===== config.mk =====
export PLATFORM = sky130hd
export DESIGN_NAME = v3n_div_stage
export DESIGN_NICKNAME = d
export VERILOG_FILES = /design/src/hdl/v3n_pkg.sv /design/src/hdl/v3n_div_stage.sv
export SDC_FILE = /design/constraint.sdc
export NUM_CORES = 1
export LEC_CHECK = 0
export BUFFER_PORTS_ARGS = -buffer_cell sky130_fd_sc_hd__buf_4
export CELL_PAD_IN_SITES_DETAIL_PLACEMENT = 0
export CELL_PAD_IN_SITES_GLOBAL_PLACEMENT = 1
export CORE_MARGIN = 1
export CORE_UTILIZATION = 27
export DETAILED_ROUTE_END_ITERATION = 16
export PLACE_DENSITY_LB_ADDON = 0.1
export SLEW_MARGIN = 20
export SYNTH_ARGS = -nofsm -noshare
export SYNTH_HDL_FRONTEND = slang
export SYNTH_SLANG_ARGS = --single-unit

===== constraint.sdc =====
create_clock -name vclk -period 7.6
set_input_delay 1.9 -clock vclk [all_inputs]
set_output_delay 1.9 -clock vclk [all_outputs]
set_load 0.05 [all_outputs]

===== src/hdl/v3n_pkg.sv =====
// ----------------------------------------------------------------------------
// v3n_pkg
// types and constants shared by the vector normalize pipeline
// ----------------------------------------------------------------------------
package v3n_pkg;

  localparam int unsigned CoordBits    = 16;
  localparam int unsigned UnitFracBits = 14;
  localparam int unsigned UnitBits     = UnitFracBits + 2;
  localparam int unsigned MagBits      = CoordBits;
  localparam int unsigned SumBits      = 2 * CoordBits + 2;
  localparam int unsigned RootSteps    = SumBits / 2;
  localparam int unsigned DivBits      = CoordBits + UnitFracBits;
  localparam int unsigned QuotBits     = UnitFracBits + 1;

  typedef struct packed {
    logic signed [CoordBits-1:0] vec_x;
    logic signed [CoordBits-1:0] vec_y;
    logic signed [CoordBits-1:0] vec_z;
  } in_item_t;

  typedef struct packed {
    logic        [CoordBits-1:0] length;
    logic signed [UnitBits-1:0]  unit_x;
    logic signed [UnitBits-1:0]  unit_y;
    logic signed [UnitBits-1:0]  unit_z;
    logic                        is_zero;
  } out_item_t;

  // state carried through the divider stages for one component
  typedef struct packed {
    logic [DivBits-1:0]  num;
    logic [MagBits:0]    rem;
    logic [QuotBits-1:0] quot;
    logic                neg;
  } div_lane_t;

endpackage


===== src/hdl/v3n_div_stage.sv =====
// ----------------------------------------------------------------------------
// v3n_div_stage
// one restoring division step for one lane, combinational
// ----------------------------------------------------------------------------
module v3n_div_stage (
  input  v3n_pkg::div_lane_t      lane_i,
  input  logic [v3n_pkg::MagBits-1:0] den_i,
  output v3n_pkg::div_lane_t      lane_o
);
  logic [v3n_pkg::MagBits+1:0] trial;
  logic [v3n_pkg::MagBits+1:0] shifted;

  always_comb begin
    shifted = {lane_i.rem, lane_i.num[v3n_pkg::DivBits-1]};
    trial   = shifted - {2'b00, den_i};
    lane_o  = lane_i;
    lane_o.num = {lane_i.num[v3n_pkg::DivBits-2:0], 1'b0};
    if (!trial[v3n_pkg::MagBits+1]) begin
      lane_o.rem  = trial[v3n_pkg::MagBits:0];
      lane_o.quot = {lane_i.quot[v3n_pkg::QuotBits-2:0], 1'b1};
    end else begin
      lane_o.rem  = shifted[v3n_pkg::MagBits:0];
      lane_o.quot = {lane_i.quot[v3n_pkg::QuotBits-2:0], 1'b0};
    end
  end
endmodule


==> results.yml <==
floorplanning:
  die_h_um: 76.4
  pin_count: 142
  initial_core_util: 0.287
  chipWidth_um: 76.4
  die_area_um2: 5830
  rows: 26
  core_area_um2: 5200
route:
  viasPerCell: 4.62
  route.vias.total: 1224
  drc_errors: 0
  routedWlPerCell_um: 12.8
  drtAntennaViolNets: 0
  drt-initial-drc-count: 36
  first_pass_iters: 4
  drt_wl_total_mm: 3.40
synthesis:
  netlist_top_cells_area: "buf_4 24%, ha_1 13%, mux2_2 6.0%"
  synth_seq_area_share: 0
  syn_area_um2: 1490
  postSynthNetCount: 290
  yosysTopAreaCellShare: 0.236
  syn_inst: 194
  yosysWarnings: 0
  yosysTopAreaCell: "buf_4"
  avgSynthCellArea_um2: 7.69
  synth_cell_types: 39
power_and_ir_drop:
  ir_drop_v: 0.0000468
  power_frac_seq: 0
  p_leak_nw: 0.759
  combPwrFrac: 1.000
  clockPowerShare: 0
  power.net_switching_mw: 0.136
  p_int_mw: 0.0875
  swShare: 0.609
  powerDensity_nw_per_um2: 143
cells_and_area:
  final_cell_mix: "52 x buf_4, 17 x inv_1, 17 x a21oi_1"
  layout_commonest_cell: "buf_4"
  regArea_um2: 0
  n_clock_buffer: 0
  diodes: 0
  area_growth_pct: 4.78
  nets: 293
  fin_area_um2: 1560
  seq_cells: 0
  drive_gt1_frac: 0.374
  utilization: 0.300
timing:
  holdWs_ns: 3.80
  setup_viol: 0
  post-route-period-util: 0.858
  max_freq_mhz: 153
  rsz0062_at_grt: "no"
  timing.slew.headroom: 0.489
  slew_violations: 0
  fin_ws_ns: 1.08
  final-hold-violation-count: 0
  min_period_ns: 6.52
  worstMarginPinSlew_ns: 0.767
  fin_tns_setup_ns: 0
global_route:
  grt_pass1_wl_mm: 5.71
  track_usage: 0.116
  grt_pass1_vias: 1247
  antenna_found_initial: 0
  grt_max_degree: 19
  grt-ovfl-total: 0
critical_path:
  critPathCaptureType: "output port"
  required_ns: 5.70
  crit_buf_inv: 2
  crit_top_cell: "buf_4"
  crit_path_start_kind: "input port"
  cp_slowest_cell: "xnor2_4"
  worstPathArrival_ns: 4.62
  crit_type: "input port to output port"
  path_cells: "buf_4, ha_1, nand4_1, or4_1, a31oi_2, nor3_4, xnor2_4, mux2_2, buf_4"
  cp_slowest_stage_delay_ns: 0.62
  critical_path.top_delay_family: "simple AND/OR/NAND/NOR gates"
  cp_max_fo: 18
place:
  hpwl_mm: 2.91
  place_congestion: 0.743
  numPortBuffers: 52
  placed_cell_area_um2: 1560
  pre_cts_ws_ns: 1.05
status:
  outcome: "completed"
clocking:
  post_cts_buffers: 0
  cts_resized: 0
  ctsHoldBuffers: 0
flow_run:
  maxCapViolations: 0
hold_path:
  min_path_type: "input port to output port"
per-layer routing:
layer	global-route usage	part of all wire	vias to the layer above
met4	0.0327	0.030	0
met1	0.137	0.43	532
met3	0.0311	0.078	14
met5	0	0	-
li1	-	-	622
met2	0.203	0.46	56
synthesized netlist by cell type, types with 2 or more instances:
master     instances
mux2i_1            2
ha_1              16
nand3_1            4
o2111ai_1          2
xor2_1             5
mux2_4             6
buf_6              3
nand4_1            2
o21ai_0            7
xnor2_1           10
a21oi_1           17
a211oi_1           2
nand2b_1           3
a31oi_1            2
o211ai_1           2
buf_4             47
mux2_2             8
nand2_1           13
nor2_1             7
inv_1             17
per-stage QoR:
| step | instances | power (mW) |
|---|---|---|
| final | 265 | 0.224 |
| after global routing | 265 | 0.241 |
| after CTS | 265 | 0.226 |
| after detailed placement | 265 | 0.225 |
| after global placement | 265 | 0.225 |
| after floorplan | 194 | 0.235 |
layout make-up:
class,count,area (um2)
multi-input combinational,126,1020
fill,628,3640
tap,70,87.6
inverter,17,63.8
timing repair buffer,52,390
cell families (layout without fill, tap and decap cells):
family,count (synthesis),after routing,share of synthesized area
buffers and inverters,68,69,0.315
AO/OA/AOI/OAI,40,40,0.170
AND/OR/NAND/NOR,36,36,0.124
adder cells (fa/ha/maj),17,17,0.148
XOR/XNOR,16,16,0.106
multiplexers,16,16,0.134
other,1,1,0.00251
power by group through the flow:
stage | Clock, mW | Sequential (mW) | Combinational [mW]
floorplan | 0 | 0 | 0.235
CTS | 0 | 0 | 0.226
detailed placement | 0 | 0 | 0.225
finish | 0 | 0 | 0.224
global route | 0 | 0 | 0.241
global placement | 0 | 0 | 0.225
worst paths after layout:
kind	from	endpoint	slack (ns)	depth (start not counted)
setup / recovery	lane_i[27]	lane_o[21]	1.08	9
hold / removal	lane_i[36]	lane_o[37]	3.80	0
No activity file was read; power rests on OpenSTA's default activity.
